File: config.mk
export PLATFORM = sky130hd
export DESIGN_NAME = wildcard_star_regex_matcher_unit
export DESIGN_NICKNAME = d
export VERILOG_FILES = /design/src/rtl/wsrm_pkg.sv /design/src/rtl/wsrm_tok_store.sv /design/src/rtl/wsrm_step.sv /design/src/rtl/wildcard_star_regex_matcher_unit.sv
export SDC_FILE = /design/constraint.sdc
export NUM_CORES = 1
export LEC_CHECK = 0
export ABC_AREA = 1
export BUFFER_PORTS_ARGS = -buffer_cell sky130_fd_sc_hd__buf_2
export CORE_UTILIZATION = 55
export CTS_CLUSTER_DIAMETER = 150
export DETAILED_ROUTE_END_ITERATION = 7
export GPL_ROUTABILITY_DRIVEN = 1
export PLACE_DENSITY = 0.72
export SKIP_CTS_REPAIR_TIMING = 1
export SLEW_MARGIN = 25
export SYNTH_ARGS = -nofsm -noshare
export SYNTH_HDL_FRONTEND = slang
export SYNTH_SLANG_ARGS = --single-unit
File: constraint.sdc
create_clock -name clk -period 3.4 [get_ports clk]
set_input_delay 0.68 -clock clk [delete_from_list [all_inputs] [get_ports clk]]
set_output_delay 0.68 -clock clk [all_outputs]
set_load 0.01 [all_outputs]
File: src/rtl/wsrm_pkg.sv
// ----------------------------------------------------------------------------
// wsrm_pkg
// shared types and constants for the dot-star pattern matcher
// ----------------------------------------------------------------------------
`timescale 1ns / 1ps

package wsrm_pkg;

  localparam int unsigned MAX_TOKENS_DEF = 16;
  localparam int unsigned IN_TDATA_W     = 24;
  localparam int unsigned OUT_TDATA_W    = 8;

  localparam logic [7:0] DOT_CHAR = 8'd46;

  typedef enum logic [1:0] {
    OP_CLEAR  = 2'd0,
    OP_APPEND = 2'd1,
    OP_TEXT   = 2'd2,
    OP_END    = 2'd3
  } op_t;

  // write control for the token store
  typedef struct packed {
    logic       clear;
    logic       append;
    logic [7:0] chr;
    logic       star;
  } tok_wr_t;

endpackage

File: src/rtl/wsrm_tok_store.sv
// ----------------------------------------------------------------------------
// wsrm_tok_store
// pattern token registers, one entry per position, appended at the fill count
// ----------------------------------------------------------------------------
`timescale 1ns / 1ps

module wsrm_tok_store #(
  parameter int unsigned MAX_TOKENS = wsrm_pkg::MAX_TOKENS_DEF,
  parameter int unsigned CW         = $clog2(MAX_TOKENS + 1)
) (
  input  logic              clk,
  input  logic              rst_n,
  input  wsrm_pkg::tok_wr_t wr,
  input  logic [CW-1:0]     count,
  output logic [7:0]        tok_chars [MAX_TOKENS],
  output logic [MAX_TOKENS-1:0] tok_stars
);
  import wsrm_pkg::*;

  logic [7:0]            chars_r [MAX_TOKENS];
  logic [MAX_TOKENS-1:0] stars_r;

  for (genvar g = 0; g < MAX_TOKENS; g++) begin : g_entry
    always_ff @(posedge clk) begin
      if (rst_n && wr.append && !wr.clear && count == CW'(g)) begin
        chars_r[g] <= wr.chr;
        stars_r[g] <= wr.star;
      end
    end
    assign tok_chars[g] = chars_r[g];
  end

  assign tok_stars = stars_r;

endmodule

File: src/rtl/wsrm_step.sv
// ----------------------------------------------------------------------------
// wsrm_step
// position-set update: one text character step plus closure over starred tokens
// ----------------------------------------------------------------------------
`timescale 1ns / 1ps

module wsrm_step #(
  parameter int unsigned MAX_TOKENS = wsrm_pkg::MAX_TOKENS_DEF,
  parameter int unsigned CW         = $clog2(MAX_TOKENS + 1)
) (
  input  logic [7:0]            tok_chars [MAX_TOKENS],
  input  logic [MAX_TOKENS-1:0] tok_stars,
  input  logic [CW-1:0]         count,
  input  logic [MAX_TOKENS:0]   active,
  input  logic                  fresh,
  input  logic [7:0]            text_char,
  output logic [MAX_TOKENS:0]   active_step,
  output logic [MAX_TOKENS:0]   active_now,
  output logic                  hit
);
  import wsrm_pkg::*;

  function automatic logic [MAX_TOKENS:0] closure(
    input logic [MAX_TOKENS:0]   s_in,
    input logic [MAX_TOKENS-1:0] stars,
    input logic [CW-1:0]         cnt
  );
    logic [MAX_TOKENS:0] s;
    s = s_in;
    for (int i = 0; i < MAX_TOKENS; i++) begin
      if (CW'(i) < cnt && s[i] && stars[i]) begin
        s[i+1] = 1'b1;
      end
    end
    return s;
  endfunction

  logic [MAX_TOKENS:0] start_set;
  logic [MAX_TOKENS:0] moved;

  always_comb begin
    start_set  = closure({{MAX_TOKENS{1'b0}}, 1'b1}, tok_stars, count);
    active_now = fresh ? start_set : active;
    moved      = '0;
    for (int i = 0; i < MAX_TOKENS; i++) begin
      if (CW'(i) < count && active_now[i] &&
          (tok_chars[i] == DOT_CHAR || tok_chars[i] == text_char)) begin
        if (tok_stars[i]) begin
          moved[i] = 1'b1;
        end else begin
          moved[i+1] = 1'b1;
        end
      end
    end
    active_step = closure(moved, tok_stars, count);
    hit         = active_now[count];
  end

endmodule

File: src/rtl/wildcard_star_regex_matcher_unit.sv
// ----------------------------------------------------------------------------
// wildcard_star_regex_matcher_unit
// whole-string matcher for literal, '.' and starred tokens
// ----------------------------------------------------------------------------
// usage: every input beat carries an opcode in in_tuser. clear empties the
// pattern, append adds one token (character plus star flag), text feeds one
// subject character and end of text closes the string. only end of text
// gives an output beat: matched and the pattern overflow flag. appending
// more than MAX_TOKENS tokens drops the extra ones, sets the overflow flag
// and forces matched low until the next clear.
// timing: a beat lands in an input register, is processed from there by the
// position update logic and its result is written into the output register,
// where it is offered on out_tdata. one beat per cycle is sustained while no
// end of text waits on a full output register; the position update with its
// ripple through starred tokens is combinational.
// stalls: while a result waits in the output register the block still takes
// clear, append and text beats; only a further end of text waits, and
// in_tready drops until out_tready frees the register.
// reset: synchronous rst_n empties the pattern, clears overflow and the
// output valid flag; the token store itself is not cleared.
// ----------------------------------------------------------------------------
`timescale 1ns / 1ps

module wildcard_star_regex_matcher_unit #(
  parameter int unsigned MAX_TOKENS = wsrm_pkg::MAX_TOKENS_DEF
) (
  input  logic                               clk,
  input  logic                               rst_n,
  input  logic                               in_tvalid,
  output logic                               in_tready,
  // [7:0] token_char, [8] token_star, [16:9] text_char, [23:17] zero
  input  logic [wsrm_pkg::IN_TDATA_W-1:0]    in_tdata,
  // [1:0] opcode
  input  logic [1:0]                         in_tuser,
  output logic                               out_tvalid,
  input  logic                               out_tready,
  // [0] matched, [1] pattern_overflow, [7:2] zero
  output logic [wsrm_pkg::OUT_TDATA_W-1:0]   out_tdata
);
  import wsrm_pkg::*;

  localparam int unsigned CW = $clog2(MAX_TOKENS + 1);

  // input register
  logic       item_vld_r, item_vld_nxt;
  op_t        op_r;
  logic [7:0] tchar_r;
  logic       tstar_r;
  logic [7:0] xchar_r;

  // matcher state
  logic [CW-1:0]       count_r, count_nxt;
  logic [MAX_TOKENS:0] active_r, active_nxt;
  logic                fresh_r, fresh_nxt;
  logic                ovf_r, ovf_nxt;

  // output register
  logic       res_vld_r, res_vld_nxt;
  logic       res_match_r, res_match_nxt;
  logic       res_ovf_r, res_ovf_nxt;

  logic                  out_free;
  logic                  advance;
  logic                  in_take;
  tok_wr_t               tok_wr;
  logic [7:0]            tok_chars [MAX_TOKENS];
  logic [MAX_TOKENS-1:0] tok_stars;
  logic [MAX_TOKENS:0]   active_step;
  logic [MAX_TOKENS:0]   active_now;
  logic                  hit;

  assign out_free  = !res_vld_r || out_tready;
  assign advance   = item_vld_r && (op_r != OP_END || out_free);
  assign in_tready = !item_vld_r || advance;
  assign in_take   = in_tvalid && in_tready;

  assign tok_wr.clear  = advance && op_r == OP_CLEAR;
  assign tok_wr.append = advance && op_r == OP_APPEND && count_r < CW'(MAX_TOKENS);
  assign tok_wr.chr    = tchar_r;
  assign tok_wr.star   = tstar_r;

  wsrm_tok_store #(
    .MAX_TOKENS (MAX_TOKENS),
    .CW         (CW)
  ) u_store (
    .clk       (clk),
    .rst_n     (rst_n),
    .wr        (tok_wr),
    .count     (count_r),
    .tok_chars (tok_chars),
    .tok_stars (tok_stars)
  );

  wsrm_step #(
    .MAX_TOKENS (MAX_TOKENS),
    .CW         (CW)
  ) u_step (
    .tok_chars   (tok_chars),
    .tok_stars   (tok_stars),
    .count       (count_r),
    .active      (active_r),
    .fresh       (fresh_r),
    .text_char   (xchar_r),
    .active_step (active_step),
    .active_now  (active_now),
    .hit         (hit)
  );

  always_comb begin
    item_vld_nxt  = in_take || (item_vld_r && !advance);
    count_nxt     = count_r;
    active_nxt    = active_r;
    fresh_nxt     = fresh_r;
    ovf_nxt       = ovf_r;
    res_vld_nxt   = res_vld_r && !out_tready;
    res_match_nxt = res_match_r;
    res_ovf_nxt   = res_ovf_r;
    if (advance) begin
      case (op_r)
        OP_CLEAR: begin
          count_nxt  = '0;
          ovf_nxt    = 1'b0;
          fresh_nxt  = 1'b1;
          active_nxt = '0;
        end
        OP_APPEND: begin
          if (count_r < CW'(MAX_TOKENS)) begin
            count_nxt = count_r + CW'(1);
          end else begin
            ovf_nxt = 1'b1;
          end
          fresh_nxt = 1'b1;
        end
        OP_TEXT: begin
          active_nxt = active_step;
          fresh_nxt  = 1'b0;
        end
        OP_END: begin
          active_nxt    = active_now;
          fresh_nxt     = 1'b1;
          res_vld_nxt   = 1'b1;
          res_match_nxt = hit && !ovf_r;
          res_ovf_nxt   = ovf_r;
        end
        default: begin
          fresh_nxt = fresh_r;
        end
      endcase
    end
  end

  always_ff @(posedge clk) begin
    if (!rst_n) begin
      item_vld_r <= 1'b0;
      count_r    <= '0;
      active_r   <= '0;
      fresh_r    <= 1'b1;
      ovf_r      <= 1'b0;
      res_vld_r  <= 1'b0;
    end else begin
      item_vld_r <= item_vld_nxt;
      count_r    <= count_nxt;
      active_r   <= active_nxt;
      fresh_r    <= fresh_nxt;
      ovf_r      <= ovf_nxt;
      res_vld_r  <= res_vld_nxt;
    end
  end

  always_ff @(posedge clk) begin
    if (in_take) begin
      op_r    <= op_t'(in_tuser);
      tchar_r <= in_tdata[7:0];
      tstar_r <= in_tdata[8];
      xchar_r <= in_tdata[16:9];
    end
    res_match_r <= res_match_nxt;
    res_ovf_r   <= res_ovf_nxt;
  end

  assign out_tvalid = res_vld_r;
  assign out_tdata  = {{(OUT_TDATA_W - 2){1'b0}}, res_ovf_r, res_match_r};

`ifndef SYNTHESIS
  a_count_bound: assert property (@(posedge clk) disable iff (!rst_n)
    count_r <= CW'(MAX_TOKENS))
    else $error("token count beyond store depth");

  a_ovf_full: assert property (@(posedge clk) disable iff (!rst_n)
    ovf_r |-> count_r == CW'(MAX_TOKENS))
    else $error("overflow flag set with store not full");

  a_match_no_ovf: assert property (@(posedge clk) disable iff (!rst_n)
    res_vld_r && res_match_r |-> !res_ovf_r)
    else $error("match reported with overflow");

  a_stall_cause: assert property (@(posedge clk) disable iff (!rst_n)
    !in_tready |-> item_vld_r && op_r == OP_END && res_vld_r && !out_tready)
    else $error("input stalled without a blocked end of text");

  a_clear_effect: assert property (@(posedge clk) disable iff (!rst_n)
    advance && op_r == OP_CLEAR |=> count_r == '0 && !ovf_r && fresh_r)
    else $error("clear did not empty the pattern");
`endif

endmodule
==> results.toml, run 1 <==
[outcome]
status = "finished with violations"
violations = "setup timing"

[clocking]
numCtsBuffers = 17
worstSkewPairLatency_ps = 440
clock-sinks = 191
h-tree-depth = 4
cts-root-buf = "clkbuf_16"
clockBufferDepth = 2
tritoncts = "done"
cts.clk_slew.worst_paths_ps = 80

[logic_synthesis]
post-synth-top-count-cell = "edfxtp_1"
synth_top_area_share_pct = 53.01
ys_types = 47
synth_edf_count = 165
ys_async_sr_fraction_pct = 0
syn_area_per_cell_um2 = 10.26
yosysWarnings = 0
synth.area.top_cells = "edfxtp_1, xnor2_1, nand2_1"
synth_flop_cell = "edfxtp_1"
syn_inst = 911
synth_top_cell_by_area = "edfxtp_1"
yosysSeqAreaShare_pct = 58.58
ys_ff_latch = 191
netlist_top_cells_count = "edfxtp_1, nand2_1, inv_1"
mappedNetlistArea_um2 = 9346

[finish]
nFillCells = 1232
diodes = 0
drive_gt1_share_pct = 21.75
fin_nets = 1073
area.growth.synth_to_final_pct = 19.25
utilization_pct = 67.21

[routing]
drc = 0
drt_iter0_drc = 644
drtAntennaViolNets = 0
vias = 6985
wl_per_cell_um = 17.39
viasPerCell = 5.487
drt_first_pass_iters = 5
wl_mm = 22.14

[floorplan]
num_rows = 47
die_area_um2 = 17520
initial_core_util_pct = 56.36
core_area_um2 = 16580
die_w_um = 132.4
ioPinCount = 40
die_h_um = 132.4

[power_and_ir_drop]
p_seq_share_pct = 53.1
p_comb_share_pct = 5.7
pwr-share-clk_pct = 41.3
vdd_drop_max_v = 0.0005423
finalPower_mw = 4.946
p_sw_mw = 1.192
cellLeakagePower_nw = 4.309
power.density_nw_per_um2 = 443.7
switching_share_pct = 24.10
p_int_mw = 3.754

[critical_path]
r2r_cells = 35
cp-start-kind = "register"
critical_path_class = "reg -> reg"
crit_path_end_kind = "register"
path_depth = 35
cp_max_fo = 4
cp_common_cell = "nand2_1"
crit_buf_inv = 2
critPathMaxStageDelay_ps = 480
crit_arrival_ps = 3980
cpLargestDelayFamily = "simple AND/OR/NAND/NOR gates"
worstPathRequired_ps = 3770
cp_slowest_cell = "edfxtp_1"

[sta]
fin_crit_ps = 3605
slew_violations = 0
clock.fmax_ghz = 0.2774
max_slew.worst_pin.slew_ps = 855.3
setup_tns_ps = -410.2
clock-skew-final_ps = 12.91
hold_slack_ps = 406.5
finalCritPeriodShare_pct = 106.0
hold_viol = 0
final-setup-viol-count = 3
fin_ws_ps = -205.3
rsz0062_at_grt = "yes"
max_slew_margin_pct = 42.98

[grt]
grt_pass1_wl_mm = 34.35
track_usage_pct = 26.05
grt_max_degree = 25
gr-total-overflow = 0
grt_pass1_vias = 6695
antenna_found_initial = 0

[placement]
place.port_buffers = 26
place_ws_ps = -122.7
dp_hpwl_mm = 14.99
gp_congestion = 0.8837

[hold_path]
holdPathStages = 1
hp-class = "in -> reg"

[flow_run]
max_cap_violations = 0
## flip-flops by register name (all words and copies together) (netlist names), 2 cells and up
| register | count |
|---|---|
| op_r | 2 |
| active_r | 17 |
| xchar_r | 8 |
| u_store.tok_stars | 16 |
| count_r | 5 |
| u_store.chars_r | 128 |
| tchar_r | 8 |
## cells by family after synthesis
family	after synthesis	share of synthesized area, %
flip-flops	191	58.58
adder cells (fa/ha/maj)	3	0.4016
AND/OR/NAND/NOR	349	17.04
other	1	0.04012
buffers and inverters	149	6.720
AO/OA/AOI/OAI	114	7.470
XOR/XNOR	104	9.746
## power by group through the flow
stage                     registers, mW  clock network [mW]  logic (mW)
after floorplan                    2.65                   0       0.176
after global placement             2.68                   0       0.253
after detailed placement           2.68                   0       0.259
after CTS                          2.63                2.06       0.261
after global routing               2.63                2.15       0.303
final                              2.62                2.04       0.280
## path summary, 6_finish.rpt
path                     from      endpoint  slack, ps
setup / recovery   xchar_r[7]  active_r[16]       -210
hold / removal    in_tdata[7]    tchar_r[7]        410
setup reg to reg   xchar_r[7]  active_r[16]       -210
hold reg to reg         ovf_r     res_ovf_r        440
## metrics by stage
step | cell area [um2] | instances
6_report | 11150 | 1273
2_1_floorplan | 9365 | 916
5_1_grt | 11150 | 1273
4_1_cts | 10950 | 1260
3_5_place_dp | 10330 | 1228
3_3_place_gp | 10330 | 1228
## layer usage
metal | up-vias | routed length, um | track usage (%)
met4 | 0 | 399 | 9.515
met1 | 3306 | 9207 | 33.44
met5 | - | 0 | 0
met2 | 274 | 11020 | 43.80
li1 | 3368 | - | -
met3 | 37 | 1505 | 5.267
## placed cells by master (no fill, tap or decap), types with 4 or more instances in the layout
cell	count
edfxtp_1	165
nand2_1	151
buf_4	112
inv_1	95
xnor2_1	81
nor2_1	69
a21oi_1	41
nand4_1	40
o21ai_0	26
buf_2	26
dfxtp_1	25
nor4_1	20
xor2_1	20
nand3_1	18
clkbuf_16	17
nand2_2	14
inv_2	11
nor3_1	11
clkinv_1	9
o22ai_1	8
a221oi_1	8
or2_2	7
conb_1	6
clkinv_8	6
o221ai_1	5
nand3b_1	5
nor2_2	4
o21ai_1	4
nor3_2	4
a21oi_2	4
## area by class of cell
type	instances	area (um2)	share of cell area (%)
sequential	191	5477	49.14
multi-input combinational	576	3351	30.06
timing repair buffer	140	993.5	8.913
inverter	114	427.9	3.839
clock buffer	17	425.4	3.817
tap	220	275.3	2.470
clock inverter	15	196.4	1.762
Note: power is estimated with default switching activity, not from simulation.
==> inputs of run 2 (changes only) <==
- GPL_TIMING_DRIVEN: unset -> 0
- REMOVE_ABC_BUFFERS: unset -> 1
- SETUP_SLACK_MARGIN: unset -> 0.02
==> run 2 against run 1 <==
  * Wire length is 2.0% lower
  * Utilization is 2.1 points lower
  * The flow still finishes with violations (setup timing)
  * Largest cell class unchanged
  * Highest routed layer unchanged
  * First-iteration DRC count is 0.47% lower
==> results.toml, run 2 (synthesized netlist as in run 1, its figures left out) <==
[sta]
final-setup-viol-count = 3
hold_slack_ps = 405.5
clock-skew-final_ps = 8.349
max_slew_margin_pct = 39.67
slew_violations = 0
finalCritPeriodShare_pct = 105.8
hold_viol = 0
max_slew.worst_pin.slew_ps = 904.0
fin_ws_ps = -196.9
clock.fmax_ghz = 0.2780
fin_crit_ps = 3597
rsz0062_at_grt = "yes"

[placement]
dp_hpwl_mm = 13.99
dp_cells = 1133
place.port_buffers = 26
place_ws_ps = -598.5
gp_congestion = 0.8660

[routing]
drc = 0
wl_mm = 21.69
viasPerCell = 5.621
vias = 6773
drt_iter0_drc = 641
drt_first_pass_iters = 5
drtAntennaViolNets = 0
wl_per_cell_um = 18.00

[grt]
gr-total-overflow = 0
antenna_found_initial = 0
grt_pass1_wl_mm = 32.28
track_usage_pct = 24.71
grt_max_degree = 25
grt_pass1_vias = 6080

[finish]
regMostFlops = "u_store.chars_r"
largest_register_ffs = 128
final_cell_mix = "edfxtp_1, nand2_1, inv_1, xnor2_1, nor2_1"
final_common_cell = "edfxtp_1"
diodes = 0
area.growth.synth_to_final_pct = 15.49
final_cells = 1205
drive_gt1_share_pct = 18.88
fin_nets = 1005

[power_and_ir_drop]
p_sw_mw = 1.143
cellLeakagePower_nw = 4.008
p_int_mw = 3.665
vdd_drop_max_v = 0.0003349
p_seq_share_pct = 54.6
power.density_nw_per_um2 = 445.5
pwr-share-clk_pct = 39.6
switching_share_pct = 23.78
p_comb_share_pct = 5.8

[clocking]
cts-root-buf = "clkbuf_16"
tritoncts = "done"
clock-sinks = 191
worstSkewPairLatency_ps = 440
cts.clk_slew.worst_paths_ps = 70
clockBufferDepth = 2
h-tree-depth = 4
numCtsBuffers = 17

[critical_path]
cp_max_fo = 7
crit_arrival_ps = 3980
critical_path_class = "reg -> reg"
cp_common_cell = "nand2_1"
cp-start-kind = "register"
cp_slowest_cell = "edfxtp_1"
critPathMaxStageDelay_ps = 410
crit_path_end_kind = "register"
worstPathRequired_ps = 3780

[hold_path]
hp-class = "in -> reg"

[outcome]
violations = "setup timing"
status = "finished with violations"

[floorplan]
core_area_um2 = 16580
ioPinCount = 40
die_h_um = 132.4
num_rows = 47
die_area_um2 = 17520
die_w_um = 132.4
initial_core_util_pct = 56.36

[flow_run]
max_cap_violations = 0
==> run 2: cell count changes in the layout (fill, tap and decap cells not counted), sizes merged <==
cell / previous run / this run
buf: 140 / 71
clkinv: 16 / 15
clkbuf: 17 / 18
bufinv: 1 / 0
inv: 111 / 112
clkinvlp: 1 / 2
==> run 2: through the flow <==
| step | setup TNS (ps) | area, um2 | utilization, % | total power [mW] |
|---|---|---|---|---|
| after floorplan | 0 | 9165 | - | 2.803 |
| after global placement | -2998 | 9570 | 57.71 | 2.893 |
| after detailed placement | -2349 | 9693 | 58.45 | 2.911 |
| after CTS | -2593 | 10270 | 61.93 | 4.779 |
| after global routing | -1802 | 10790 | 65.09 | 4.950 |
| final | -418.9 | 10790 | 65.09 | 4.809 |
==> run 2: worst paths after layout <==
check	startpoint	endpoint	slack (ps)	cells after the start
worst max-delay path	xchar_r[5]	active_r[16]	-200	41
worst min-delay path	in_tdata[3]	tchar_r[3]	410	1
worst max register to register	xchar_r[5]	active_r[16]	-200	41
worst min register to register	ovf_r	res_ovf_r	440	0
==> run 2: final cells by class <==
type / instances / area, um2
clock buffer: 17 / 425.4
clock inverter: 15 / 151.4
timing repair buffer: 72 / 578.1
multi-input combinational: 576 / 3435
sequential: 191 / 5493
fill: 1281 / 5789
tap: 220 / 275.3
inverter: 114 / 436.7
==> run 2: power groups by stage <==
stage | Combinational [mW] | Sequential, mW | Clock, mW
finish | 0.278 | 2.63 | 1.90
global route | 0.301 | 2.63 | 2.02
CTS | 0.205 | 2.65 | 1.92
detailed placement | 0.204 | 2.71 | 0
global placement | 0.170 | 2.72 | 0
floorplan | 0.127 | 2.68 | 0
==> run 2: per-layer routing <==
metal	share of wire, %	track usage, %
met1	41	32.56
met2	49	41.08
met3	7.7	4.114
met4	2.6	9.515
met5	0	0
==> run 2: critical path: cells and delay by family, from the launching register on <==
family                 cells  cell delay [ps]
AND/OR/NAND/NOR           36             2480
flip-flops                 1              410
buffers and inverters      3              340
AO/OA/AOI/OAI              1              160
XOR/XNOR                   1              140
==> inputs of run 3 (changes only) <==
- CAP_MARGIN: unset -> 0
- clock period: 3.4 -> 4.4 ns (I/O delays scaled with it)
==> run 3 against run 2 <==
  * The run now ends clean
  * First-iteration DRC count shrank 4.8%
  * Setup slack gained 740 ps
  * Die area is the same
  * Sequential share of layout area grew 1.6 points
  * Fmax shrank 6.8%
  * Non-clock buffer count shrank 23
  * Register-to-register slack gained 740 ps
  * Cell area shrank 3.4%
  * Clock-buffer cell count is the same
  * Flip-flop and latch count is the same
  * Highest routed layer unchanged
==> results.toml, run 3 (synthesized netlist as in run 1, its figures left out) <==
[grt]
grt_max_degree = 25
track_usage_pct = 24.71
grt_pass1_wl_mm = 32.28
gr-total-overflow = 0
grt_pass1_vias = 6080
antenna_found_initial = 0

[sta]
fin_ws_ps = 541.1
max_slew_margin_pct = 37.02
slew_violations = 0
max_slew.worst_pin.slew_ps = 941.3
setup_tns_ps = 0
hold_viol = 0
clock.fmax_ghz = 0.2591
rsz0062_at_grt = "no"
fin_crit_ps = 3859
clock-skew-final_ps = 7.520
final-setup-viol-count = 0
finalCritPeriodShare_pct = 87.70

[finish]
drive_gt1_share_pct = 12.79
multiInputGateArea_um2 = 3289
nFillCells = 1311
largest_register_ffs = 128
final_cell_mix = "edfxtp_1, nand2_1, inv_1, xnor2_1, nor2_1"
fin_nets = 982
area.growth.synth_to_final_pct = 11.57
regArea_um2 = 5477
regMostFlops = "u_store.chars_r"
final_common_cell = "edfxtp_1"
diodes = 0

[power_and_ir_drop]
p_seq_share_pct = 55.1
cellLeakagePower_nw = 3.829
vdd_drop_max_v = 0.0002549
power.density_nw_per_um2 = 354.6
p_sw_mw = 0.8763
p_comb_share_pct = 5.1
switching_share_pct = 23.70
p_int_mw = 2.822
pwr-share-clk_pct = 39.8

[critical_path]
crit_path_end_kind = "register"
critPathMaxStageDelay_ps = 700
cpLargestDelayFamily = "simple AND/OR/NAND/NOR gates"
cp_slowest_cell = "edfxtp_1"
critical_path_class = "reg -> reg"
cp-start-kind = "register"
reg2reg_from = "xchar_r[6]"
crit_start = "xchar_r[6]"
crit_buf_inv = 2
cp_common_cell = "nand2_1"
cp_max_fo = 10
crit_arrival_ps = 4230
worstPathRequired_ps = 4780

[clocking]
cts-root-buf = "clkbuf_16"
numCtsBuffers = 17
clockBufferDepth = 2
clock-sinks = 191
worstSkewPairLatency_ps = 440
h-tree-depth = 4
tritoncts = "done"
cts.clk_slew.worst_paths_ps = 70

[placement]
place_ws_ps = 401.5
place.port_buffers = 26
gp_congestion = 0.8660
dp_hpwl_mm = 13.99

[routing]
wl_mm = 20.85
drt_first_pass_iters = 5
viasPerCell = 5.569
drc = 0
wl_per_cell_um = 17.64
drt_iter0_drc = 610
vias = 6582
drtAntennaViolNets = 0

[floorplan]
num_rows = 47
initial_core_util_pct = 56.36
core_area_um2 = 16580
die_area_um2 = 17520
ioPinCount = 40
die_h_um = 132.4
die_w_um = 132.4

[hold_path]
hp-class = "reg -> reg"
min-delay-start = "ovf_r"

[flow_run]
max_cap_violations = 0

[outcome]
status = "finished, final reports clean"
[run 3: cell types whose count changed in the layout (fill, tap and decap cells not counted), moves of 3 or more]
cell	delta
buf_4	-21
nand2_1	+17
nand2_2	-17
xnor2_1	+8
xnor2_2	-8
dfxtp_1	+5
dfxtp_4	-4
buf_12	-3
nand3_1	+3
nand3_2	-3
o21ai_0	+3
[run 3: area by class of cell]
class	count	share of cell area, %
multi-input cells	576	31.55
inverters	114	4.140
clock inverters	15	1.452
clock buffers	17	4.080
repair buffers	49	3.624
well taps	220	2.640
flip-flops and latches	191	52.52
[run 3: worst paths after layout]
kind,endpoint,slack (ps),cells past startpoint
min reg2reg,res_ovf_r,440,0
max,active_r[16],540,35
max reg2reg,active_r[16],540,35
min,res_ovf_r,440,0
[run 3: power groups by stage]
| stage | Sequential [mW] | Clock [mW] | Combinational [mW] |
|---|---|---|---|
| floorplan | 2.07 | 0 | 0.0985 |
| global placement | 2.10 | 0 | 0.131 |
| detailed placement | 2.09 | 0 | 0.157 |
| CTS | 2.05 | 1.48 | 0.159 |
| global route | 2.04 | 1.56 | 0.207 |
| finish | 2.04 | 1.47 | 0.189 |
[run 3: worst reg2reg max path, delay by kind of cell, from the launching register on]
kind                   cells  cell delay (ps)
AO/OA/AOI/OAI              3              490
XOR/XNOR                   1              140
buffers and inverters      2              300
flip-flops                 1              700
AND/OR/NAND/NOR           29             2210
[run 3: stage by stage]
| stage | hold WS [ps] | std cells | utilization, % | area [um2] | power [mW] |
|---|---|---|---|---|---|
| floorplan | 408.2 | 881 | - | 9165 | 2.166 |
| global placement | 418.3 | 1127 | 57.71 | 9570 | 2.236 |
| detailed placement | 423.3 | 1133 | 58.45 | 9693 | 2.249 |
| CTS | 441.2 | 1165 | 61.93 | 10270 | 3.693 |
| global route | 442.7 | 1182 | 62.88 | 10430 | 3.805 |
| finish | 440.0 | 1182 | 62.88 | 10430 | 3.698 |
[run 3: per-layer routing]
| metal | vias up | track usage (%) | share of wire, % |
|---|---|---|---|
| li1 | 3176 | - | - |
| met1 | 3169 | 32.56 | 45 |
| met2 | 192 | 41.08 | 48 |
| met3 | 45 | 4.114 | 4.7 |
| met4 | 0 | 9.515 | 2.7 |
| met5 | - | 0 | 0 |
